`src/rtl/core/sbr_pkg.sv`:
```
// Shared constants, payload types and decode codes of the spectrum bin resizer.
`default_nettype none
package sbr_pkg;

	localparam int MAX_BINS  = 4096;
	localparam int PART_BITS = 24;
	localparam int IDX_W     = $clog2(MAX_BINS);
	localparam int REG_W     = IDX_W + 1;
	localparam int CFG_IDX_W = 2;
	localparam int BIN_W     = 2 * PART_BITS;

	localparam logic [CFG_IDX_W-1:0] REG_IN_BINS  = CFG_IDX_W'(0);
	localparam logic [CFG_IDX_W-1:0] REG_OUT_BINS = CFG_IDX_W'(1);

	localparam logic OP_LOAD = 1'b0;
	localparam logic OP_READ = 1'b1;

	typedef struct packed {
		logic                        operation;
		logic [IDX_W-1:0]            bin_index;
		logic signed [PART_BITS-1:0] bin_real;
		logic signed [PART_BITS-1:0] bin_imag;
	} req_item_t;

	typedef struct packed {
		logic signed [PART_BITS-1:0] out_real;
		logic signed [PART_BITS-1:0] out_imag;
	} rsp_item_t;

	typedef enum logic [1:0] {
		MODE_ZERO = 2'd0,
		MODE_COPY = 2'd1,
		MODE_HALF = 2'd2,
		MODE_FOLD = 2'd3
	} rd_mode_t;

	typedef struct packed {
		logic     read;
		rd_mode_t mode;
	} rd_ctrl_t;

	function automatic logic [REG_W-1:0] clamp_bins(input logic [REG_W-1:0] v);
		logic [REG_W-1:0] r;
		if (v == '0) begin
			r = REG_W'(1);
		end else if (v > REG_W'(MAX_BINS)) begin
			r = REG_W'(MAX_BINS);
		end else begin
			r = v;
		end
		return r;
	endfunction

endpackage
`default_nettype wire

```
`src/rtl/core/sbr_output.sv`:
```
// Read stage tracking, combine arithmetic and output register.
`default_nettype none
module sbr_output
	import sbr_pkg::*;
(
	input  wire logic             clk,
	input  wire logic             arst_n,
	input  wire rd_ctrl_t         ctrl,
	input  wire logic [BIN_W-1:0] rdata_a,
	input  wire logic [BIN_W-1:0] rdata_b,
	output logic                  stage_free,
	output logic                  rsp_valid,
	input  wire logic             rsp_ready,
	output rsp_item_t             rsp
);

	logic                     valid_s1;
	rd_mode_t                 mode_s1;
	logic                     advance;
	rsp_item_t                bin_a, bin_b, result;
	logic signed [PART_BITS:0] fold_sum;
	logic                     rsp_valid_q;
	rsp_item_t                rsp_q;

	assign advance    = valid_s1 && (!rsp_valid_q || rsp_ready);
	assign stage_free = !valid_s1 || advance;
	assign rsp_valid  = rsp_valid_q;
	assign rsp        = rsp_q;

	always_comb begin
		bin_a    = rsp_item_t'(rdata_a);
		bin_b    = rsp_item_t'(rdata_b);
		fold_sum = {bin_a.out_real[PART_BITS-1], bin_a.out_real}
			+ {bin_b.out_real[PART_BITS-1], bin_b.out_real};
		result   = '0;
		unique case (mode_s1)
			MODE_ZERO: result = '0;
			MODE_COPY: result = bin_a;
			MODE_HALF: begin
				result.out_real = bin_a.out_real >>> 1;
				result.out_imag = bin_a.out_imag >>> 1;
			end
			MODE_FOLD: begin
				// Floored mean of the two folded real parts; the imaginary part is dropped.
				result.out_real = fold_sum[PART_BITS:1];
				result.out_imag = '0;
			end
			default: result = '0;
		endcase
	end

	always_ff @(posedge clk or negedge arst_n) begin
		if (!arst_n) begin
			valid_s1    <= 1'b0;
			rsp_valid_q <= 1'b0;
		end else begin
			if (ctrl.read) begin
				valid_s1 <= 1'b1;
			end else if (advance) begin
				valid_s1 <= 1'b0;
			end
			if (advance) begin
				rsp_valid_q <= 1'b1;
			end else if (rsp_ready) begin
				rsp_valid_q <= 1'b0;
			end
		end
	end

	always_ff @(posedge clk) begin
		if (ctrl.read) begin
			mode_s1 <= ctrl.mode;
		end
		if (advance) begin
			rsp_q <= result;
		end
	end

endmodule
`default_nettype wire

```
`config.mk`:
```
export PLATFORM = sky130hd
export DESIGN_NAME = sbr_output
export DESIGN_NICKNAME = d
export VERILOG_FILES = /design/src/rtl/core/sbr_pkg.sv /design/src/rtl/core/sbr_output.sv
export SDC_FILE = /design/constraint.sdc
export NUM_CORES = 1
export LEC_CHECK = 0
export ABC_AREA = 1
export BUFFER_PORTS_ARGS = -buffer_cell sky130_fd_sc_hd__buf_2
export CORE_MARGIN = 2
export CORE_UTILIZATION = 51
export CTS_CLUSTER_DIAMETER = 30
export DETAILED_ROUTE_END_ITERATION = 16
export PLACE_DENSITY = 0.79
export SETUP_SLACK_MARGIN = 0.05
export SYNTH_ARGS = -nofsm -noshare
export SYNTH_HDL_FRONTEND = slang
export SYNTH_SLANG_ARGS = --single-unit
```
`constraint.sdc`:
```
create_clock -name clk -period 3.6 [get_ports clk]
set_clock_uncertainty 0.15 [all_clocks]
set_input_delay 0.36 -clock clk [delete_from_list [all_inputs] [get_ports clk]]
set_output_delay 0.36 -clock clk [all_outputs]
set_load 0.02 [all_outputs]
```
After elaboration in Yosys (flattened, before gate mapping)
Index checks and enable logic that the tools add are counted.
Widths: inputs -> output; s select.
{"block": "classes", "addsub": 1, "eq_ne": 3, "mux": 5, "reduce_logical": 8}
{"cell": "$pmux 48 s4", "n": 1}
{"cell": "$add 24x24->25", "n": 1}
{"cell": "$eq 2x2->1 const B", "n": 2}
{"cell": "$mux 1", "n": 4}
{"cell": "$reduce_bool 2->1", "n": 2}
{"cell": "$eq 2x1->1 const B", "n": 1}
{"cell": "$logic_not 1->1", "n": 2}
{"cell": "$logic_not 2->1", "n": 1}
{"cell": "$logic_or 1x1->1", "n": 2}
{"cell": "$logic_and 1x1->1", "n": 1}
{"block": "word_totals", "regBits": 52, "out_inout_bits": 50, "wordCells": 22}

Longest topological paths before layout
{"block": "logic_depth", "depth_word": 5, "depth_mapped": 14, "depth_no_buf": 14}

Worst setup path before layout
No wires, ideal clock.
{"block": "synth_timing", "kind": "reg-to-reg", "from": "register rsp_valid_q (netlist: rsp_valid)", "to": "register rsp_q, in the netlist rsp[0] (enable)", "setup_time_ns": 0.469, "t_arrival_ns": 2.872, "path_slack_ns": 0.109, "stages_incl_launch_ff": 2, "path_buffers": 0, "synth_period_minus_slack_ns": 3.491, "cell_sequence": "dfrtp_1 -> a21oi_1"}
{"block": "synth_via", "elab_chain_len": 3}
{"element": "start: declaration", "line": "sbr_output.sv:22", "rtl": "logic rsp_valid_q;"}
{"element": "start signal: assignment", "line": "sbr_output.sv:55", "rtl": "rsp_valid_q <= 1'b0;"}
{"element": "start signal: assignment", "line": "sbr_output.sv:63", "rtl": "rsp_valid_q <= 1'b1;"}
{"element": "start signal: assignment", "line": "sbr_output.sv:65", "rtl": "rsp_valid_q <= 1'b0;"}
{"element": "$logic_not 1->1", "line": "sbr_output.sv:25", "rtl": "assign advance = valid_s1 && (!rsp_valid_q || rsp_ready);"}
{"element": "$logic_or 1x1->1", "line": "sbr_output.sv:25"}
{"element": "$logic_and 1x1->1", "line": "sbr_output.sv:25"}
{"element": "net advance", "line": "sbr_output.sv:19", "rtl": "logic advance;"}
{"element": "end signal: assignment", "line": "sbr_output.sv:75", "rtl": "rsp_q <= result;"}
{"element": "end: declaration", "line": "sbr_output.sv:23", "rtl": "rsp_item_t rsp_q;"}
The timed path passes the listed nets, and every way through them passes these cells.
A chain may end at the register's enable or synchronous reset.

==> metrics.md <==
| Metric | Value |
|---|---|
| Outcome | completed |
| Adder-Cell Fraction of Synth Area | 0.0749 |
| # clock sinks | between 50 and 60 |
| Final min period | 2.39 ns |
| Sw Ratio | 0.350 |
| Buffers added on ports | 127 |
| Internal power | between 1 and 1.5 mW |
| Post-DP HPWL | 8.83 mm |
| CP cell instances | inv_1, nor2_2, buf_4, inv_1, o21ai_0, o21bai_1 |
| Combinational family with the most area after synthesis | simple AND/OR/NAND/NOR gates |
| Synth Area in Compound Gates | 0.101 |
| Setup TNS | 0 ns |
| Worst skew pair latency | 0.31 ns |
| Worst hold slack | around 0.066 ns |
| # H-tree levels | 2 |
| Cell row count | 32 |
| Logic gate share of total power | 0.340 |
| Hold Path Class | in -> reg |
| Power density cells | 358 nW/µm² |
| Total of max-cap violations | 0 |
| Wirelength per Cell | 13.7 µm |
| Most used cell, CP | inv_1 |
| CTS tree | done |
| Max stage delay on crit path | 0.78 ns |
| WP data required | around 3.5 ns |
| Synth Warn # | 0 |
| Cell Area, Placed | 4860 µm² |
| First-pass GRT wire length | 17.5 mm |
| Vias/cell | about 5.2 |
| RePlAce Congestion | about 0.93 |
| Worst slew pin tran | 1.06 ns |
| Footprint of the multi-input gates | ~2100 µm² |
| Largest net degree at the start of global routing | about 50 |
| DR pass1 iterations | 6 |
| Crit-path slowest cell | inv_1 |
| Root Buffer | clkbuf_8 |
| Syn nets | 707 |
| Filler cells | 722 |
| Most common cell after layout, fill and taps aside | nand2_1 |
| FF+latch area | ~1600 µm² |
| Most frequent cells in the layout | 186 x nand2_1, 127 x buf_2, 123 x inv_1 |
| Mux cell area share after synthesis | 0 |
| Synth Area in Simple Gates | 0.318 |
| Layout Nets | 835 |
| N_diodes | 0 |
| Iteration-0 DRC Markers | 236 |
| Tcrit/Tclk final | 0.663 |
| Die height | 93.8 µm |
| Yosys cell types | 35 |
| Seq/Total Area, Yosys | 0.377 |
| Clk pwr share | 0.235 |
| Max Root-Sink Buffers | 2 |
| Syn Inst Count | 581 |
| Total GRT Usage | 0.250 |
| RSZ-0062 raised after global routing | false |
| Syn avg cell area | between 7 and 8 µm² |
| Die W | around 94 µm |
| DR vias | between 4k and 5k |
| CTS Buf Count | 5 |
| GRT overflow | 0 |
| CP max FO | 32 |
| Slew headroom | 0.294 |
| Post-Syn Area | 4110 µm² |
| Finished Cell Area | 4990 µm² |
| Drt drc | 0 |
| Final setup viols | 0 |
| Die area | 8800 µm² |
| CORE AREA | around 7800 µm² |
| CP Class | reg -> reg |
| #FFs+latches synth | 52 |
| Postcts setup bufs | 0 |
| Synth Area in XOR/XNOR | 0.00213 |
| Initial core utilization | 0.529 |
| CP Launch Type | flop |
| Leak | 2.69 nW |
| Max Freq | 419 MHz |
| Final worst slack | approximately 1.2 ns |
| Reg power frac | 0.426 |
| Initial antenna violation count | 0 |
| Post-Place Worst Slack | between 1 and 1.5 ns |
| CP delay by family, top | buffers and inverters |
| Vias in the first global route | 3,922 |
| Worst-path clk slew | 0.10 ns |
| Max Slew Vio Count | 0 |
| Reported net switching power | ~0.63 mW |
| Area grow syn2layout | 21.3% |
| Fin. Hold Viols | 0 |
| Routed Antenna Nets | 0 |
| Layout cell share with drive strength beyond 1 | 0.232 |
| Crit path DAT | roughly 2.3 ns |
| CP bufs+invs | 3 |
| CP endpoint kind | flop |
| IO Pins | 152 |
| Peak supply drop | ~170 µV |
| Final WL | 11.1 mm |
[logic make-up (layout without fill, tap and decap cells)]
family,Yosys count,count (layout)
buf+inv,136,265
simple gates,301,301
flops,52,52
compound gates,67,67
xor+xnor,1,1
fa+ha+maj,24,24
[per-layer routing]
layer  share of wire  global-route usage  up-vias  routed length (µm)
li1                -                   -     2131                   -
met1            0.43               0.319     1904                4790
met2            0.47               0.438      163                5240
met3           0.066              0.0233       26                 736
met4           0.029              0.0966        0                 318
met5               0                   0        -                   0
[cell usage after synthesis (all sizes together)]
master / instances / area, µm²
o21bai: 2 / 15.0
a22o: 1 / 8.76
a21o: 2 / 15.0
o22ai: 27 / 169
nand4: 9 / 56.3
clkbuf: 6 / 22.5
o221ai: 4 / 35.0
nor3: 3 / 15.0
ha: 23 / 288
xnor2: 1 / 8.76
and2: 1 / 6.26
edfxtp: 50 / 1500
or2: 4 / 25.0
o21ai: 10 / 53.8
nand3b: 4 / 30.0
nor2: 41 / 196
nand2: 195 / 754
nand3: 44 / 225
buf: 4 / 22.5
o211ai: 3 / 22.5
dfrtp: 2 / 50.1
inv: 126 / 473
a21oi: 18 / 97.6
fa: 1 / 20.0
[metrics by stage]
step	power, mW	std cells	utilization
after CTS	1.79	812	0.642
final	1.79	812	0.642
after global placement	1.36	803	0.626
after detailed placement	1.37	803	0.626
after floorplan	1.19	581	-
after global routing	1.89	812	0.642
[flip-flops by register name, summed over array words and instances, names as in the netlist]
name	flops
mode_s1	2
rsp	48
rsp_valid	1
valid_s1	1
[timing repair]
item                      4_1_cts  5_1_grt
resized for setup               0        0
hold buffers                    1        0
hold endpoints to repair        2        0
[path summary, 6_finish.rpt]
kind	from	to	slack, ns	cells after the start
hold / removal	ctrl[0]	mode_s1[0]	0.07	1
max in group asynchronous	arst_n	rsp_valid	3.00	2
setup reg to reg	mode_s1[0]	rsp[34]	1.21	6
hold reg to reg	valid_s1	rsp_valid	0.39	2
min in group asynchronous	arst_n	valid_s1	0.21	2
setup / recovery	mode_s1[0]	rsp[34]	1.21	6
[power groups by stage]
stage / sequential, mW / combinational, mW / clock, mW
6_report: 0.761 / 0.607 / 0.420
2_1_floorplan: 0.854 / 0.332 / 0
5_1_grt: 0.765 / 0.675 / 0.448
3_3_place_gp: 0.772 / 0.585 / 0
3_5_place_dp: 0.775 / 0.599 / 0
4_1_cts: 0.761 / 0.603 / 0.423
[area by class of cell]
cell class / count / area share
clock buffer: 5 / 0.0138
clock inverter: 3 / 0.00928
inverter: 126 / 0.0948
multi-input combinational: 393 / 0.412
sequential: 52 / 0.311
tap: 102 / 0.0256
timing repair buffer: 131 / 0.134
Power figures use the tool's default switching activity.
