<file path="src/rtl/core/sbr_pkg.sv">
// Shared constants, payload types and decode codes of the spectrum bin resizer.
`default_nettype none
package sbr_pkg;

	localparam int MAX_BINS  = 4096;
	localparam int PART_BITS = 24;
	localparam int IDX_W     = $clog2(MAX_BINS);
	localparam int REG_W     = IDX_W + 1;
	localparam int CFG_IDX_W = 2;
	localparam int BIN_W     = 2 * PART_BITS;

	localparam logic [CFG_IDX_W-1:0] REG_IN_BINS  = CFG_IDX_W'(0);
	localparam logic [CFG_IDX_W-1:0] REG_OUT_BINS = CFG_IDX_W'(1);

	localparam logic OP_LOAD = 1'b0;
	localparam logic OP_READ = 1'b1;

	typedef struct packed {
		logic                        operation;
		logic [IDX_W-1:0]            bin_index;
		logic signed [PART_BITS-1:0] bin_real;
		logic signed [PART_BITS-1:0] bin_imag;
	} req_item_t;

	typedef struct packed {
		logic signed [PART_BITS-1:0] out_real;
		logic signed [PART_BITS-1:0] out_imag;
	} rsp_item_t;

	typedef enum logic [1:0] {
		MODE_ZERO = 2'd0,
		MODE_COPY = 2'd1,
		MODE_HALF = 2'd2,
		MODE_FOLD = 2'd3
	} rd_mode_t;

	typedef struct packed {
		logic     read;
		rd_mode_t mode;
	} rd_ctrl_t;

	function automatic logic [REG_W-1:0] clamp_bins(input logic [REG_W-1:0] v);
		logic [REG_W-1:0] r;
		if (v == '0) begin
			r = REG_W'(1);
		end else if (v > REG_W'(MAX_BINS)) begin
			r = REG_W'(MAX_BINS);
		end else begin
			r = v;
		end
		return r;
	endfunction

endpackage
`default_nettype wire

</file>
<file path="src/rtl/core/sbr_addr_gen.sv">
// Maps a requested output bin onto store addresses and a combine mode.
`default_nettype none
module sbr_addr_gen
	import sbr_pkg::*;
(
	input  wire logic [REG_W-1:0] in_bins,
	input  wire logic [REG_W-1:0] out_bins,
	input  wire logic             fire,
	input  wire req_item_t        req,
	output logic                  load_we,
	output logic      [IDX_W-1:0] addr_a,
	output logic      [IDX_W-1:0] addr_b,
	output rd_ctrl_t              ctrl
);

	logic [REG_W-1:0] ns, nr, m, h, k, q_up, q_dn;
	rd_mode_t         mode;

	always_comb begin
		ns   = clamp_bins(in_bins);
		nr   = clamp_bins(out_bins);
		m    = (ns < nr) ? ns : nr;
		h    = (m - REG_W'(1)) >> 1;
		k    = {1'b0, req.bin_index};
		q_up = ns >> 1;
		q_dn = nr >> 1;

		mode   = MODE_ZERO;
		addr_a = req.bin_index;
		addr_b = req.bin_index;
		if (k >= nr) begin
			mode = MODE_ZERO;
		end else if (ns == nr || k <= h) begin
			mode = MODE_COPY;
		end else if (k >= nr - h) begin
			// Top bins come from the same distance below the input's end.
			mode   = MODE_COPY;
			addr_a = IDX_W'(ns - nr + k);
		end else if (!ns[0] && nr > ns) begin
			if (k == q_up || k == nr - q_up) begin
				mode   = MODE_HALF;
				addr_a = IDX_W'(q_up);
			end
		end else if (!nr[0] && ns > nr) begin
			if (k == q_dn) begin
				mode   = MODE_FOLD;
				addr_a = IDX_W'(q_dn);
				addr_b = IDX_W'(ns - q_dn);
			end
		end

		load_we   = fire && req.operation == OP_LOAD && k < ns;
		ctrl.read = fire && req.operation == OP_READ;
		ctrl.mode = mode;
	end

endmodule
`default_nettype wire

</file>
<file path="config.mk">
export PLATFORM = sky130hd
export DESIGN_NAME = sbr_addr_gen
export DESIGN_NICKNAME = d
export VERILOG_FILES = /design/src/rtl/core/sbr_pkg.sv /design/src/rtl/core/sbr_addr_gen.sv
export SDC_FILE = /design/constraint.sdc
export NUM_CORES = 1
export LEC_CHECK = 0
export BUFFER_PORTS_ARGS = -buffer_cell sky130_fd_sc_hd__buf_2
export CORE_MARGIN = 5
export CORE_UTILIZATION = 50
export DETAILED_ROUTE_END_ITERATION = 12
export MAX_ROUTING_LAYER = met4
export PLACE_DENSITY = 0.74
export SLEW_MARGIN = 20
export SYNTH_ARGS = -nofsm -noshare
export SYNTH_HDL_FRONTEND = slang
export SYNTH_SLANG_ARGS = --single-unit
</file>
<file path="constraint.sdc">
create_clock -name vclk -period 18.73
set_input_delay 1.873 -clock vclk [all_inputs]
set_output_delay 1.873 -clock vclk [all_outputs]
set_load 0.03 [all_outputs]
</file>
* Word-level counts from Yosys, hierarchy flattened
Cells that the tools add are included.
Storage, ports and cells: bits in registers 0, input port bits 88
Operators by class: multiplexer cells 25, reduce and logical (&&, ||, !) cells 11, add/subtract/negate cells 6, bitwise logic cells 1, magnitude comparators 9, equal/unequal tests 4
Operators by type and width (count):
- 12-bit 2-to-1 mux | 13
- 13-bit 2-to-1 mux | 5
- 12-bit by 13-bit greater-or-equal comparator with 1-bit output | 2
- 13-bit > comparator | 2
- 13-bit > comparator, second input constant | 2
- 13-bit logical NOT | 2
- 13-bit by 12-bit subtractor with 13-bit output | 2
- 12-bit equality test | 2
- 12-bit subtractor | 2
- 2-bit 2-to-1 mux | 7
- 12-bit by 13-bit equality test with 1-bit output | 1
- 13-bit equality test | 1
- 12-bit by 13-bit < comparator with 1-bit output | 1
- 13-bit < comparator | 1
- 13-bit by 1-bit subtractor with 13-bit output, second input constant | 1
- 12-bit adder | 1
- 12-bit less-or-equal comparator | 1
- 1-bit logical AND | 5
- 1-bit logical NOT | 2
- 1-bit logical OR | 2
- 1-bit NOT | 1

* Longest topological paths before layout
word-level depth 11, mapped depth 37, mapped depth without buffers 33

* Worst setup path after synthesis
OpenSTA, ideal clock, no wires.
kind input to output, start in in_bins[12], end out addr_b[10], required time 16857 ps, path buffers 5, stages 37, data arrival time 9826 ps, path slack 7031 ps, path through clkbuf_1 > inv_1 > clkbuf_1 > nand2_1 > inv_1 > ha_1 > a21o_1 > a21o_1 > a2111o_1 > nor2_1 > clkbuf_1 > nor2_1 > a21oi_1 > ha_1 > buf_1 > nand2_1 > xnor2_1 > ha_1 > nand2_1 > nor2_1 > a21oi_1 > o211ai_1 > a2111oi_0 > nor3_1 > or2_2 > maj3_1 > xnor2_1 > ha_1 > or3_1 > a211oi_1 > o21ai_0 > a221oi_1 > nor2_1 > mux2_2 > nor4_4 > buf_6 > mux2i_1
On the way: longest elaborated chain between the ends 11, elaborated cells on any way between the ends 24, classes of those cells 3 x add/sub; 6 x order compare; 1 x eq/ne; 9 x mux; 5 x reduce/logical
RTL lines:
- start: declaration | line sbr_addr_gen.sv:6 | input wire logic [REG_W-1:0] in_bins,
- 13-bit > comparator | line sbr_pkg.sv:46 | end else if (v > REG_W'(MAX_BINS)) begin
- 13-bit 2-to-1 mux | line sbr_pkg.sv:46
- 13-bit 2-to-1 mux (*) | line sbr_pkg.sv:44 | if (v == '0) begin
- 13-bit < comparator | line sbr_addr_gen.sv:22 | m = (ns < nr) ? ns : nr;
- 13-bit 2-to-1 mux | line sbr_addr_gen.sv:22
- 13-bit by 1-bit subtractor with 13-bit output | line sbr_addr_gen.sv:23 | h = (m - REG_W'(1)) >> 1;
- 13-bit by 12-bit subtractor with 13-bit output | line sbr_addr_gen.sv:35 | end else if (k >= nr - h) begin
- 12-bit by 13-bit greater-or-equal comparator with 1-bit output | line sbr_addr_gen.sv:35
- 12-bit 2-to-1 mux | line sbr_addr_gen.sv:35
- 12-bit 2-to-1 mux (*) | line sbr_addr_gen.sv:33 | end else if (ns == nr || k <= h) begin
- 12-bit 2-to-1 mux (*) | line sbr_addr_gen.sv:31 | if (k >= nr) begin
- end: declaration | line sbr_addr_gen.sv:12 | output logic [IDX_W-1:0] addr_b,
Every way passes the cells marked *; elsewhere a longest branch is shown, timed or not.

* Final worst setup path
start in out_bins[12], end out addr_b[4]
On the way: longest elaborated chain between the ends 11, elaborated cells on any way between the ends 26, classes of those cells 3 x add/sub; 7 x order compare; 2 x eq/ne; 9 x mux; 5 x reduce/logical
RTL lines:
- start: declaration | line sbr_addr_gen.sv:7 | input wire logic [REG_W-1:0] out_bins,
- 13-bit > comparator | line sbr_pkg.sv:46
- 13-bit 2-to-1 mux | line sbr_pkg.sv:46
- 13-bit 2-to-1 mux (*) | line sbr_pkg.sv:44
- 13-bit < comparator | line sbr_addr_gen.sv:22
- 13-bit 2-to-1 mux | line sbr_addr_gen.sv:22
- 13-bit by 1-bit subtractor with 13-bit output | line sbr_addr_gen.sv:23
- 13-bit by 12-bit subtractor with 13-bit output | line sbr_addr_gen.sv:35
- 12-bit by 13-bit greater-or-equal comparator with 1-bit output | line sbr_addr_gen.sv:35
- 12-bit 2-to-1 mux | line sbr_addr_gen.sv:35
- 12-bit 2-to-1 mux | line sbr_addr_gen.sv:33
- 12-bit 2-to-1 mux (*) | line sbr_addr_gen.sv:31
Marks and branches as above.

==> summary.md <==
| Metric | Value |
|---|---|
| Core Box Area | 11400 µm² |
| Number of global-route vias before repair | 5767 |
| Max Cap Violations | 0 |
| Clock share of power | 0% |
| Register Area | 0 µm² |
| Worst hold path class | input pin to output port |
| Routing usage on met1 | 38.1% |
| GPL Wtd Cong | 0.968 |
| Distinct cells, synth | 73 |
| Drt pass-1 iters | 5 |
| Psw | 0.181 mW |
| Number of port buffers | 68 |
| Mapped Cells | 803 |
| Yosys top cell area share | 20.5% |
| Area contributors post-synth | ha_1 20%, xnor2_1 9.4%, inv_1 5.0%, fa_1 4.8%, mux2i_1 4.7% |
| DRT antenna net count | 0 |
| Synthesized net count | 1000 |
| Number of inserted diodes | 0 |
| Avg WL per Cell | 19.4 µm |
| Remaining DRCs | 0 |
| Critical Path Fanout Max | 19 |
| First-pass GRT wire length | 30.5 mm |
| Critical Path End | addr_b[4] |
| Element type at the critical path end | output port |
| DR vias | 6201 |
| Drt total wl | 19.0 mm |
| Num sequential | 0 |
| Status | finished clean |
| Largest net degree at the start of global routing | 22 |
| FP Rows | 39 |
| Grt ovf | 0 |
| Switching Share | 60.1% |
| Critical path launch point | out_bins[12] |
| Share of post-route cells with drive strength above 1 | 11.0% |
| Slew HR | 23.1% |
| Cell mode on critical path | ha_1 |
| Vias per inst | 6.32 |
| Worst setup SP type | input pin |
| Internal | 0.121 mW |
| Yosys Warn Count | 0 |
| DIE AREA | 13900 µm² |
| Pleak | 2.83 nW |
| Power, Total | 0.302 mW |
| Post_cts resized | 0 |
| Flop pwr share | 0% |
| GRT met3 Usage | 1.92% |
| Multi-input gate area | 5350 µm² |
| Logic pwr share | 100.0% |
| Layout area overhead | 6.62% |
| Most Crowded Layer GR | met2 |
| Power density over cell area | 48.8 nW/µm² |
| Die X | 118 µm |
| Setup CP Type | input pin to output port |
| Slew Viols, Final | 0 |
| Arrival time worst endpoint | 11.96 ns |
| IO Pins | 116 |
| Final setup vio count | 0 |
| Met2 Usage GRT | 40.6% |
| Worst EP required | 16.86 ns |
| Global Route Usage Sum | 26.6% |
| DP HPWL | 15.3 mm |
| Worst vdd ir | 0.0253 mV |
| Pin slew with the least headroom to its limit | 1.14 ns |
| Unrepaired setup endpoints after global routing | no |
| Die height | 118 µm |
| Register area share after synthesis | 0% |
| Max Freq | 72.3 MHz |
| Post-synthesis cell area | 5800 µm² |
| Fin crit share | 73.9% |
| Tmin final | 13.83 ns |
| Mean Syn Cell Area | 7.23 µm² |
| Slowest cell on crit path | nor4_4 |
| Layout fillers | 1155 |
| Max incr delay on CP | 0.99 ns |
| Initial Utilization | 50.8% |
| Initial antenna violation count | 0 |
| Post-synth top area cell | ha_1 |
| CLK BUF | 0 |
| Post-CTS Setup Bufs | 0 |
| TNS Setup | 0 ns |
| Hold buffers post-CTS | 0 |
| Initial DRC Count | 737 |
| NumNets Final | 1037 |
| Final Hold Vio Count | 0 |
## placed cells by master (no fill, tap or decap), types with 4 or more instances in the layout
| cell | instances |
|---|---|
| fa_1 | 14 |
| xor2_1 | 21 |
| maj3_1 | 4 |
| nor3_1 | 29 |
| o21bai_1 | 4 |
| inv_1 | 77 |
| o21ai_0 | 33 |
| o21a_1 | 12 |
| nand2_1 | 47 |
| xnor2_1 | 62 |
| or2_2 | 7 |
| a21o_1 | 25 |
| a21boi_0 | 4 |
| or3_1 | 4 |
| a22oi_1 | 10 |
| nand2b_1 | 11 |
| nor2_1 | 51 |
| nand4_1 | 9 |
| a31oi_1 | 13 |
| a21oi_1 | 46 |
| ha_1 | 95 |
| and3_1 | 6 |
| a211oi_1 | 12 |
| a22o_1 | 10 |
| a221oi_1 | 4 |
| o2111ai_1 | 4 |
| and2_1 | 4 |
| o31ai_1 | 10 |
| buf_2 | 68 |
| mux2i_1 | 27 |
| nand3_1 | 21 |
| nor4_1 | 11 |
| nor2b_1 | 17 |
## worst max-delay path: cells and delay by family
family | cells | cell delay (ns)
buf+inv | 3 | 0.72
fa+ha+maj | 5 | 1.70
compound gates | 10 | 2.82
simple gates | 10 | 3.62
xor+xnor | 2 | 0.40
mux | 2 | 0.81
## cell usage after synthesis (all sizes together), types with 14 or more instances
master and number:
mux2i 27, xor2 21, o21ai 33, ha 95, nor2 51, a21o 25
nor2b 17, nor3 30, clkbuf 28, a31oi 14, nand2 47, inv 77
a21oi 47, fa 14, nand3 21, xnor2 62
## per-layer routing
metal  vias to the layer above  part of all wire [%]
met5                         -                     0
met4                         0                   2.3
met2                       272                    44
met1                      2887                    46
li1                       2998                     -
met3                        44                   7.2
## area by class of cell
cell class	instances	share of cell area (%)
multi-input cells	687	86.4
repair buffers	71	5.86
inverters	80	4.85
well taps	143	2.89
## power by group through the flow
| stage | Clock (mW) | Sequential, mW | Combinational (mW) |
|---|---|---|---|
| after floorplan | 0 | 0 | 0.229 |
| after global placement | 0 | 0 | 0.290 |
| after detailed placement | 0 | 0 | 0.295 |
| after CTS | 0 | 0 | 0.297 |
| after global routing | 0 | 0 | 0.333 |
| final | 0 | 0 | 0.302 |
## cell families (layout without fill, tap and decap cells)
group | Yosys count | after routing | share of synthesized area, %
AND/OR/NAND/NOR | 235 | 235 | 21.1
multiplexers | 30 | 30 | 5.30
adder cells (fa/ha/maj) | 113 | 113 | 26.0
buffers and inverters | 116 | 151 | 7.89
XOR/XNOR | 83 | 83 | 12.5
AO/OA/AOI/OAI | 226 | 226 | 27.1
## worst min path at each step
stage | to | startpoint | cells after the start | slack, ns
6_report | ctrl[2] | fire | 3 | 4.12
2_1_floorplan | ctrl[2] | fire | 1 | 3.96
5_1_grt | ctrl[2] | fire | 3 | 4.16
3_5_place_dp | ctrl[2] | req[60] | 3 | 4.12
4_1_cts | ctrl[2] | req[60] | 3 | 4.12
3_3_place_gp | ctrl[2] | fire | 3 | 4.11
## stage by stage
step                hold slack (ns)  area, µm²  setup slack [ns]  utilization, %  instances
floorplan                      3.96       5800              7.03               -        803
global placement               4.11       6190              5.21            54.2        981
detailed placement             4.12       6190              5.11            54.2        981
CTS                            4.12       6190              5.09            54.2        981
global route                   4.16       6190              4.33            54.2        981
finish                         4.12       6190              4.90            54.2        981
(Power assumes the default switching activity.)
