File: src/rtl/core/sbr_ram.sv
// Generic synchronous RAM with one write port and two registered read ports.
`default_nettype none
module sbr_ram #(
	parameter int WIDTH = 8,
	parameter int DEPTH = 16
) (
	input  wire logic                     clk,
	input  wire logic                     we,
	input  wire logic [$clog2(DEPTH)-1:0] waddr,
	input  wire logic [WIDTH-1:0]         wdata,
	input  wire logic                     re_a,
	input  wire logic [$clog2(DEPTH)-1:0] raddr_a,
	output logic      [WIDTH-1:0]         rdata_a,
	input  wire logic                     re_b,
	input  wire logic [$clog2(DEPTH)-1:0] raddr_b,
	output logic      [WIDTH-1:0]         rdata_b
);

	logic [WIDTH-1:0] mem [DEPTH];

	always_ff @(posedge clk) begin
		if (we) begin
			mem[waddr] <= wdata;
		end
		if (re_a) begin
			rdata_a <= mem[raddr_a];
		end
		if (re_b) begin
			rdata_b <= mem[raddr_b];
		end
	end

endmodule
`default_nettype wire

File: config.mk
export PLATFORM = sky130hd
export DESIGN_NAME = sbr_ram
export DESIGN_NICKNAME = d
export VERILOG_FILES = /design/src/rtl/core/sbr_ram.sv
export SDC_FILE = /design/constraint.sdc
export NUM_CORES = 1
export LEC_CHECK = 0
export BUFFER_PORTS_ARGS = -buffer_cell sky130_fd_sc_hd__buf_2
export CORE_ASPECT_RATIO = 0.8
export CORE_UTILIZATION = 25
export CTS_BUF_LIST = sky130_fd_sc_hd__clkbuf_8
export DETAILED_ROUTE_END_ITERATION = 10
export HOLD_SLACK_MARGIN = 0.03
export PLACE_DENSITY = 0.49
export SYNTH_ARGS = -nofsm -noshare
export SYNTH_HDL_FRONTEND = slang
export SYNTH_SLANG_ARGS = --single-unit
File: constraint.sdc
create_clock -name clk -period 1.9 [get_ports clk]
set_input_delay 0 -clock clk [delete_from_list [all_inputs] [get_ports clk]]
set_output_delay 0 -clock clk [all_outputs]
set_load 0.01 [all_outputs]
Yosys cells after proc, flatten, opt, wreduce, memory -nomap -nowiden
Memory sizes are Yosys's and may differ from the RTL's. A register that Yosys moved wholly into a read port is not among the register bits.
Index checks and enable logic that the tools add are counted.
Operators by class
  multiplexer cells: 2
Operators by type and width (number)
  $mux W1: 2
Storage, ports and cells
  bits in registers: 0
  memory bits (writable): 128
  input bits: 24
  output and inout port bits: 16
  word-level logic and storage cells: 3
  memories: 1
Memories
  mem: words 16, bits a word 8, rd ports 2, clocked after Yosys merged registers in 2, wr ports 1, RTL line 19  | logic [WIDTH-1:0] mem [DEPTH];

Longest topological paths before layout
Gate-level depths: netlist of the first run.
  word-level depth: 2
  gate-level depth with buffers: 5
  mapped depth without buffers: 3

Worst setup path after synthesis of the first run
Ideal clock, no wire load.
  path kind: input port to flip-flop
  from: input port waddr[2]
  to: memory mem[0][0], enable pin
  setup time: 0.383 ns
  arrival: 1.110 ns
  required time: 1.517 ns
  setup slack: 0.407 ns
  cell stages on the path: 2
  path buffers: 0
  path through: or3b_2 -> nor3_1
RTL lines
  start: declaration: RTL line 9  | input wire logic [$clog2(DEPTH)-1:0] waddr,
  end: declaration: RTL line 19
No word-level cell before the write port.

==> flow_summary.yaml, run 1 <==
logic_synthesis:
  synthArstFlopShare: 0
  syn-num-nets: 331
  synth_edf_count: 144
  yosys.area.top_type: "edfxtp_1"
  synthTopCellsByCount: "edfxtp_1, mux4_2, a22oi_1"
  synth_most_common_cell: "edfxtp_1"
  synth_cell_types: 19
  synth.area.top_cells: "edfxtp_1, mux4_2, mux4_1, a22oi_1, buf_6"
  syn_area_per_cell_um2: 21.19
  syn_inst: 307
  ys.flop_type: "edfxtp_1"
  synth_top_area_frac: 0.6646
  mappedNetlistArea_mm2: 0.006506
  ys_seq_area_frac: 0.6646
  yosysWarningCount: 0
  synth_seq_cells: 144
placement:
  portBuffers: 39
  dp_hpwl_mm: 11.15
  place_area_mm2: 0.007231
  place_congestion: 0.7441
layout:
  fillers: 2495
  drive_above_1_share: 0.3401
  design_area_mm2: 0.007731
  diodes: 0
  finalNetCount: 409
  area_growth_pct: 18.83
drt:
  post_drt_wl_per_cell_um: 21.11
  dr.pass1.iters: 4
  viasPerCell: 4.631
  drt-total-wl_mm: 15.79
  drtAntennaViolNets: 0
  drt_iter0_drc: 211
  dr.max_layer_used: "met4"
  drc: 0
  met3_length_mm: 1.157
  wl_met1_mm: 6.973
  num_vias: 3464
  wl_met2_mm: 7.524
grt:
  antenna_found_initial: 0
  first_global_vias: 3762
  grtUsageTotal: 0.1228
  grt_overflow: 0
  grt_pass1_wl_mm: 23.45
  grt_start_max_net_pins: 33
setup_path:
  crit_required_ns: 2.08
  crit_arrival_ns: 1.75
  endpoint: "rdata_b[3]"
  r2r_start: "mem[2][3]"
  critPathLaunchType: "register"
  end_kind: "register"
  criticalPathCategory: "reg -> reg"
  rrSetupSlack_ns: 0.33
  worst-r2r-cell-count: 3
  critPathMaxFanout: 2
  cp-startpoint: "mem[2][3]"
  worst_r2r_endpoint: "rdata_b[3]"
clock_tree:
  h-tree-depth: 4
  insertion_delay_ns: 0.43
  clk_path_buf_depth: 2
  cts_tree: "yes"
  cts.sinks: 144
  cts_resized: 0
  cts.clk_slew.worst_paths_ns: 0.08
  numCtsBuffers: 17
  clk_root_buffer_cell: "clkbuf_8"
pwr:
  power.density_mw_per_mm2: 860.3
  combPwrFrac: 0.084
  peakVddDrop_mv: 0.3726
  swShare: 0.2266
  power_switching_mw: 1.507
  seqPwrFrac: 0.545
  p_leak_nw: 2.577
  power_frac_clock: 0.370
  p_int_mw: 5.144
floorplan:
  die_h_um: 146.3
  start_util: 0.2558
  fp-row-count: 52
  core_mm2: 0.02544
  dieArea_mm2: 0.02668
  die_width_um: 182.4
  io_pins: 40
status:
  outcome: "finished, final reports clean"
sta:
  tightest_slew_ns: 0.5241
  fmax_mhz: 636.9
  setup_viol: 0
  skew_ns: 0.01250
  finalCriticalPeriod_ns: 1.570
  max_slew_margin: 0.6506
  maxSlewViolCount: 0
  hold_violations: 0
  grt_setup_unrepaired: "no"
  post-route-period-util: 0.8264
  tns_ns: 0
run:
  drv_cap: 0
min_path:
  hold_depth: 3
  hold_class: "in -> reg"
## per-layer routing
layer,up-vias,GRT usage
met5,-,0
met3,13,0.02345
met1,1830,0.1706
met2,113,0.1944
li1,1508,-
met4,0,0.03782
## state kept, by name (all words and copies together) (netlist names)
signal and flops:
rdata_b 8, rdata_a 8, mem 128
## worst min path at each step
stage,start,end,slack (ns)
finish,waddr[0],mem[4][1],0.15
global route,waddr[0],mem[4][4],0.14
detailed placement,wdata[7],mem[14][7],0.39
CTS,waddr[0],mem[4][1],0.12
floorplan,wdata[0],mem[0][0],0.1
global placement,wdata[7],mem[13][7],0.38
## worst max-delay path, stage by stage, from the launching register on
cell,delay [ns]
edfxtp_1,0.40
mux4_1,0.51
a22oi_1,0.33
nand2_1,0.08
## placed cells by master (no fill, tap or decap)
cell type	count
clkinv_2	1
nand3_1	1
nor3_1	4
clkinv_1	2
nand2_1	17
buf_12	3
buf_4	27
or3b_2	1
clkbuf_8	17
dlygate4sd3_1	10
buf_2	39
inv_6	2
a22oi_1	32
and2b_1	2
nand3b_1	2
nand2b_1	2
bufinv_16	3
edfxtp_1	144
nor2b_1	2
clkinvlp_4	5
nor2_1	14
mux4_1	28
mux4_4	2
clkinv_4	1
mux4_2	34
and2_1	2
## repair_timing
item | CTS | global route
buffers inserted | 0 | 0
hold buffers | 10 | 0
endpoints found under the hold margin | 144 | 0
## cell families after synthesis
kind of cell           Yosys count  synth area share
AOI/OAI and AO/OA               32           0.03692
muxes                           64            0.2385
and+or+nand+nor                 47           0.03346
buffers and inverters           20           0.02654
DFF                            144            0.6646
## metrics by stage
stage          instances  total power, mW  utilization  hold WS [ns]  setup slack, ns
5_1_grt              748            6.890       0.3039        0.1416           0.2514
4_1_cts              748            6.721       0.3039        0.1207           0.3254
3_5_place_dp         707            4.259       0.2842        0.3889           0.2384
2_1_floorplan        307            4.021            -       0.09887           0.4071
3_3_place_gp         707            4.246       0.2842        0.3810           0.2870
6_report             748            6.651       0.3039        0.1484           0.3299
## power by group through the flow
| stage | logic [mW] | registers, mW | clock network, mW |
|---|---|---|---|
| finish | 0.561 | 3.63 | 2.46 |
| detailed placement | 0.558 | 3.70 | 0 |
| global placement | 0.548 | 3.70 | 0 |
| global route | 0.609 | 3.64 | 2.64 |
| floorplan | 0.321 | 3.70 | 0 |
| CTS | 0.575 | 3.63 | 2.52 |
## layout make-up
| class | instances | area [um^2] | share of cell area |
|---|---|---|---|
| multi-input combinational | 143 | 2009 | 0.2599 |
| clock buffer | 17 | 234.0 | 0.03026 |
| timing repair buffer | 79 | 558.0 | 0.07218 |
| clock inverter | 14 | 166.4 | 0.02152 |
| sequential | 144 | 4324 | 0.5593 |
| tap | 351 | 439.2 | 0.05681 |
No activity file was read; power rests on OpenSTA's default activity.
==> inputs of run 2 (changes only) <==
--- a/config.mk
+++ b/config.mk
@@ -11,7 +11,7 @@
 export CTS_BUF_LIST = sky130_fd_sc_hd__clkbuf_8
 export DETAILED_ROUTE_END_ITERATION = 10
 export HOLD_SLACK_MARGIN = 0.03
-export PLACE_DENSITY = 0.49
+export PLACE_DENSITY = 0.5
 export SYNTH_ARGS = -nofsm -noshare
 export SYNTH_HDL_FRONTEND = slang
 export SYNTH_SLANG_ARGS = --single-unit
==> constraint.sdc (replaced) <==
create_clock -name clk -period 1.3 [get_ports clk]
set_input_delay 0 -clock clk [delete_from_list [all_inputs] [get_ports clk]]
set_output_delay 0 -clock clk [all_outputs]
set_load 0.01 [all_outputs]
==> flow_summary.yaml, run 2 (same netlist as run 1, synthesis figures left out) <==
status:
  outcome: "complete, but fails checks"
  violations: "setup timing"
drt:
  drc: 0
  drtAntennaViolNets: 0
  drt_iter0_drc: 387
  viasPerCell: 4.673
  drt-total-wl_mm: 16.64
  num_vias: 3626
  post_drt_wl_per_cell_um: 21.45
  dr.pass1.iters: 5
layout:
  final-instance-count-excl-fill: 776
  final_cell_mix: "edfxtp_1, mux4_2, buf_4"
  largestRegisters: "mem (128), rdata_a (8), rdata_b (8)"
  drive_above_1_share: 0.4870
  largest_register_ffs: 128
  regMostFlops: "mem"
  fillers: 2479
  finalNetCount: 434
  mostFrequentLayoutCell: "edfxtp_1"
  area_growth_pct: 23.02
pwr:
  p_int_mw: 7.257
  swShare: 0.2461
  finalPower_mw: 9.625
  p_leak_nw: 2.630
  seqPwrFrac: 0.551
  combPwrFrac: 0.103
  power_frac_clock: 0.346
  power_switching_mw: 2.368
  power.density_mw_per_mm2: 1203
  peakVddDrop_mv: 0.6315
grt:
  antenna_found_initial: 5
  grt_overflow: 0
  grt_start_max_net_pins: 24
  grtUsageTotal: 0.1304
  grt_pass1_wl_mm: 24.43
  first_global_vias: 3706
sta:
  hold_violations: 0
  maxSlewViolCount: 0
  fmax_mhz: 648.8
  post-route-period-util: 1.186
  max_slew_margin: 0.1158
  grt_setup_unrepaired: "yes"
  finalCriticalPeriod_ns: 1.541
  tightest_slew_ns: 1.324
  skew_ns: 0.01508
  layout_setup_ws_ns: -0.2413
  setup_viol: 16
  hold_slack_ns: 0.09296
floorplan:
  fp-row-count: 52
  dieArea_mm2: 0.02668
  start_util: 0.2558
  core_mm2: 0.02544
  die_width_um: 182.4
  io_pins: 40
  die_h_um: 146.3
placement:
  dp_hpwl_mm: 11.79
  placed_cells: 731
  portBuffers: 39
  place_congestion: 0.7811
setup_path:
  critPathMaxFanout: 2
  worst-r2r-cell-count: 3
  crit_arrival_ns: 1.72
  crit_chain: "mux4_4, a22oi_2, nand2_2"
  critPathLaunchType: "register"
  rrSetupSlack_ns: -0.24
  slowest_stage: "mux4_4"
  cp_slowest_stage_delay_ns: 0.61
  worst_r2r_endpoint: "rdata_b[7]"
  endpoint: "rdata_b[7]"
  cp-startpoint: "mem[0][7]"
  r2r_start: "mem[0][7]"
  end_kind: "register"
  criticalPathCategory: "reg -> reg"
  crit_required_ns: 1.48
clock_tree:
  insertion_delay_ns: 0.44
  cts.sinks: 144
  clk_root_buffer_cell: "clkbuf_8"
  cts_tree: "yes"
  cts.clk_slew.worst_paths_ns: 0.09
  numCtsBuffers: 17
  clk_path_buf_depth: 2
  h-tree-depth: 4
run:
  drv_cap: 0
min_path:
  hold_class: "in -> reg"
## run 2: cell count changes in the layout (fill, tap and decap cells not counted), sizes merged
cell,previous run,this run
clkinvlp,5,3
clkinv,4,8
bufinv,3,1
inv,2,3
diode,0,2
buf,69,94
## run 2: worst max-delay path: cells and delay by family, from the launching register on
family	cells	cell delay, ns
muxes	1	0.61
DFF	1	0.39
AOI/OAI and AO/OA	1	0.19
and+or+nand+nor	1	0.09
## run 2: power groups by stage
stage                     clock network [mW]  logic [mW]  registers [mW]
after floorplan                            0       0.481            5.41
after global placement                     0       0.920            5.40
after detailed placement                   0       0.927            5.41
after CTS                               3.40       0.998            5.30
after global routing                    3.57        1.06            5.32
final                                   3.33       0.989            5.30
## run 2: worst min path at each step
stage                         from         end  cells after the start
final                     waddr[0]   mem[0][4]                      3
after detailed placement      re_b  rdata_b[4]                      1
after global placement        re_b  rdata_b[1]                      1
after global routing      waddr[0]   mem[0][4]                      3
after floorplan           wdata[0]   mem[0][0]                      0
after CTS                 waddr[0]   mem[0][4]                      3
## run 2: per-layer routing
metal,routed length [um],vias to the layer above,track usage
li1,-,1545,-
met1,7863,1916,0.1966
met2,7379,146,0.1898
met3,1265,15,0.02819
met4,108,4,0.03109
met5,25,-,0
## run 2: cell type report
cell class / count / area, um^2 / area share
Clock buffer: 17 / 234.0 / 0.02923
Tap cell: 351 / 439.2 / 0.05487
Timing Repair Buffer: 104 / 833.3 / 0.1041
Antenna cell: 2 / 5.005 / 0.0006253
Multi-Input combinational cell: 143 / 2029 / 0.2536
Sequential cell: 144 / 4324 / 0.5403
Clock inverter: 15 / 138.9 / 0.01735
## run 2: stage by stage
| stage | util | worst slack [ns] | area [um^2] | setup TNS [ns] |
|---|---|---|---|---|
| finish | 0.3146 | -0.2413 | 8004 | -2.518 |
| global route | 0.3145 | -0.3004 | 8001 | -3.502 |
| CTS | 0.3140 | -0.2514 | 7989 | -2.671 |
| detailed placement | 0.2923 | -0.3695 | 7436 | -4.816 |
| global placement | 0.2923 | -0.3653 | 7436 | -4.765 |
| floorplan | - | -0.1231 | 6444 | -0.2892 |
## run 2: what timing repair did
item / CTS / global route
resized for setup: 24 / 2
hold endpoints to repair: 144 / 0
pin swaps: 11 / 2
setup endpoints to repair: 16 / 16
gates cloned: 0 / 0
hold buffers: 10 / 0
setup buffers: 1 / 0
==> inputs of run 3 (changes only) <==
==> config.mk (replaced) <==
export PLATFORM = sky130hd
export DESIGN_NAME = sbr_ram
export DESIGN_NICKNAME = d
export VERILOG_FILES = /design/src/rtl/core/sbr_ram.sv
export SDC_FILE = /design/constraint.sdc
export NUM_CORES = 1
export LEC_CHECK = 0
export CORE_ASPECT_RATIO = 0.8
export CORE_UTILIZATION = 25
export CTS_BUF_LIST = sky130_fd_sc_hd__clkbuf_8
export DETAILED_ROUTE_END_ITERATION = 10
export DONT_BUFFER_PORTS = 1
export HOLD_SLACK_MARGIN = 0.03
export MAX_ROUTING_LAYER = met4
export PLACE_DENSITY = 0.49
export SYNTH_ARGS = -nofsm -noshare
export SYNTH_HDL_FRONTEND = slang
export SYNTH_SLANG_ARGS = --single-unit
==> flow_summary.yaml, run 3 (same netlist as run 1, synthesis figures left out) <==
floorplan:
  dieArea_mm2: 0.02668
  die_width_um: 182.4
  io_pins: 40
  start_util: 0.2558
  die_h_um: 146.3
  fp-row-count: 52
  core_mm2: 0.02544
sta:
  setup_viol: 16
  grt_setup_unrepaired: "yes"
  tightest_slew_ns: 1.129
  post-route-period-util: 1.245
  skew_ns: 0.009162
  maxSlewViolCount: 0
  layout_setup_ws_ns: -0.3186
  hold_slack_ns: -0.04242
  fmax_mhz: 617.8
  tns_ns: -2.651
  hold_violations: 8
  finalCriticalPeriod_ns: 1.619
  max_slew_margin: 0.2445
clock_tree:
  numCtsBuffers: 17
  h-tree-depth: 4
  cts_setup_buffers: 0
  cts.clk_slew.worst_paths_ns: 0.08
  clk_path_buf_depth: 2
  cts_tree: "yes"
  clk_root_buffer_cell: "clkbuf_8"
  cts.sinks: 144
  insertion_delay_ns: 0.44
grt:
  grt_start_max_net_pins: 33
  first_global_vias: 3517
  grt_overflow: 0
  grtUsageTotal: 0.1325
  grt_pass1_wl_mm: 23.81
  antenna_found_initial: 1
layout:
  final_util: 0.2933
  design_area_mm2: 0.007462
  largest_register_ffs: 128
  final_cell_mix: "edfxtp_1, mux4_2, a22oi_1"
  drive_above_1_share: 0.3563
  mostFrequentLayoutCell: "edfxtp_1"
  regMostFlops: "mem"
  area_growth_pct: 14.69
  finalNetCount: 360
  largestRegisters: "mem (128), rdata_a (8), rdata_b (8)"
drt:
  drt-total-wl_mm: 16.23
  drc: 0
  drt_iter0_drc: 305
  viasPerCell: 4.673
  post_drt_wl_per_cell_um: 23.19
  drtAntennaViolNets: 0
  dr.pass1.iters: 4
  num_vias: 3271
status:
  violations: "hold timing, setup timing"
  outcome: "complete, but fails checks"
min_path:
  min_to: "rdata_a[1]"
  hold_depth: 3
  min-delay-start: "raddr_a[1]"
  hold_class: "in -> reg"
placement:
  place_congestion: 0.7909
  dp_hpwl_mm: 10.37
  portBuffers: 0
  place_area_mm2: 0.006843
setup_path:
  critPathMaxFanout: 2
  worst-r2r-cell-count: 3
  end_kind: "register"
  cp-startpoint: "mem[0][7]"
  critPathLaunchType: "register"
  crit_arrival_ns: 1.80
  crit_required_ns: 1.48
  rrSetupSlack_ns: -0.32
  worst_r2r_endpoint: "rdata_b[7]"
  criticalPathCategory: "reg -> reg"
  r2r_start: "mem[0][7]"
pwr:
  finalPower_mw: 9.727
  p_leak_nw: 2.297
  peakVddDrop_mv: 0.6191
  power.density_mw_per_mm2: 1303
run:
  drv_cap: 0
[run 3: critical path, cell delays in order, from the launching register on]
cell and delay (ns):
edfxtp_1 0.39, mux4_4 0.61, a22oi_2 0.25, nand2_2 0.11
[run 3: timing repair]
| item | CTS | global route |
|---|---|---|
| pin swaps | 7 | 2 |
| hold endpoints to repair | 190 | 12 |
| gates resized for setup | 18 | 6 |
| endpoints found under the setup margin | 16 | 16 |
| hold buffers | 13 | 1 |
[run 3: worst max-delay path by stage]
stage	to	depth (start not counted)	slack, ns
2_1_floorplan	rdata_a[0]	3	-0.12
3_3_place_gp	rdata_b[7]	3	-0.45
6_report	rdata_b[7]	3	-0.32
4_1_cts	rdata_b[7]	3	-0.33
3_5_place_dp	rdata_b[7]	3	-0.44
5_1_grt	rdata_b[7]	3	-0.38
[run 3: report_power, final]
group	internal (mW)	leakage, nW	switching (mW)
Clock	2.05	0.213	1.68
Combinational	0.338	0.768	0.329
Sequential	5.25	1.32	0.0830
Total	7.64	2.30	2.09
[run 3: cell type report]
type / count / area [um^2]
clock inverters: 14 / 175.2
repair buffers: 30 / 282.8
well taps: 351 / 439.2
flip-flops and latches: 144 / 4324
fillers: 2469 / 17980
multi-input cells: 143 / 2004
clock buffers: 17 / 234.0
diodes: 1 / 2.502
[run 3: per-stage QoR]
stage	cells	setup slack, ns
final	700	-0.3186
after global routing	700	-0.3771
after CTS	698	-0.3316
after detailed placement	654	-0.4352
after global placement	654	-0.4527
after floorplan	307	-0.1231
[run 3: metal layers]
metal | vias up | track usage | share of wire
li1 | 1387 | - | -
met3 | 12 | 0.04116 | 0.087
met1 | 1748 | 0.1885 | 0.46
met2 | 124 | 0.1812 | 0.45
met4 | 0 | 0.03529 | 0.0089
met5 | - | - | 0
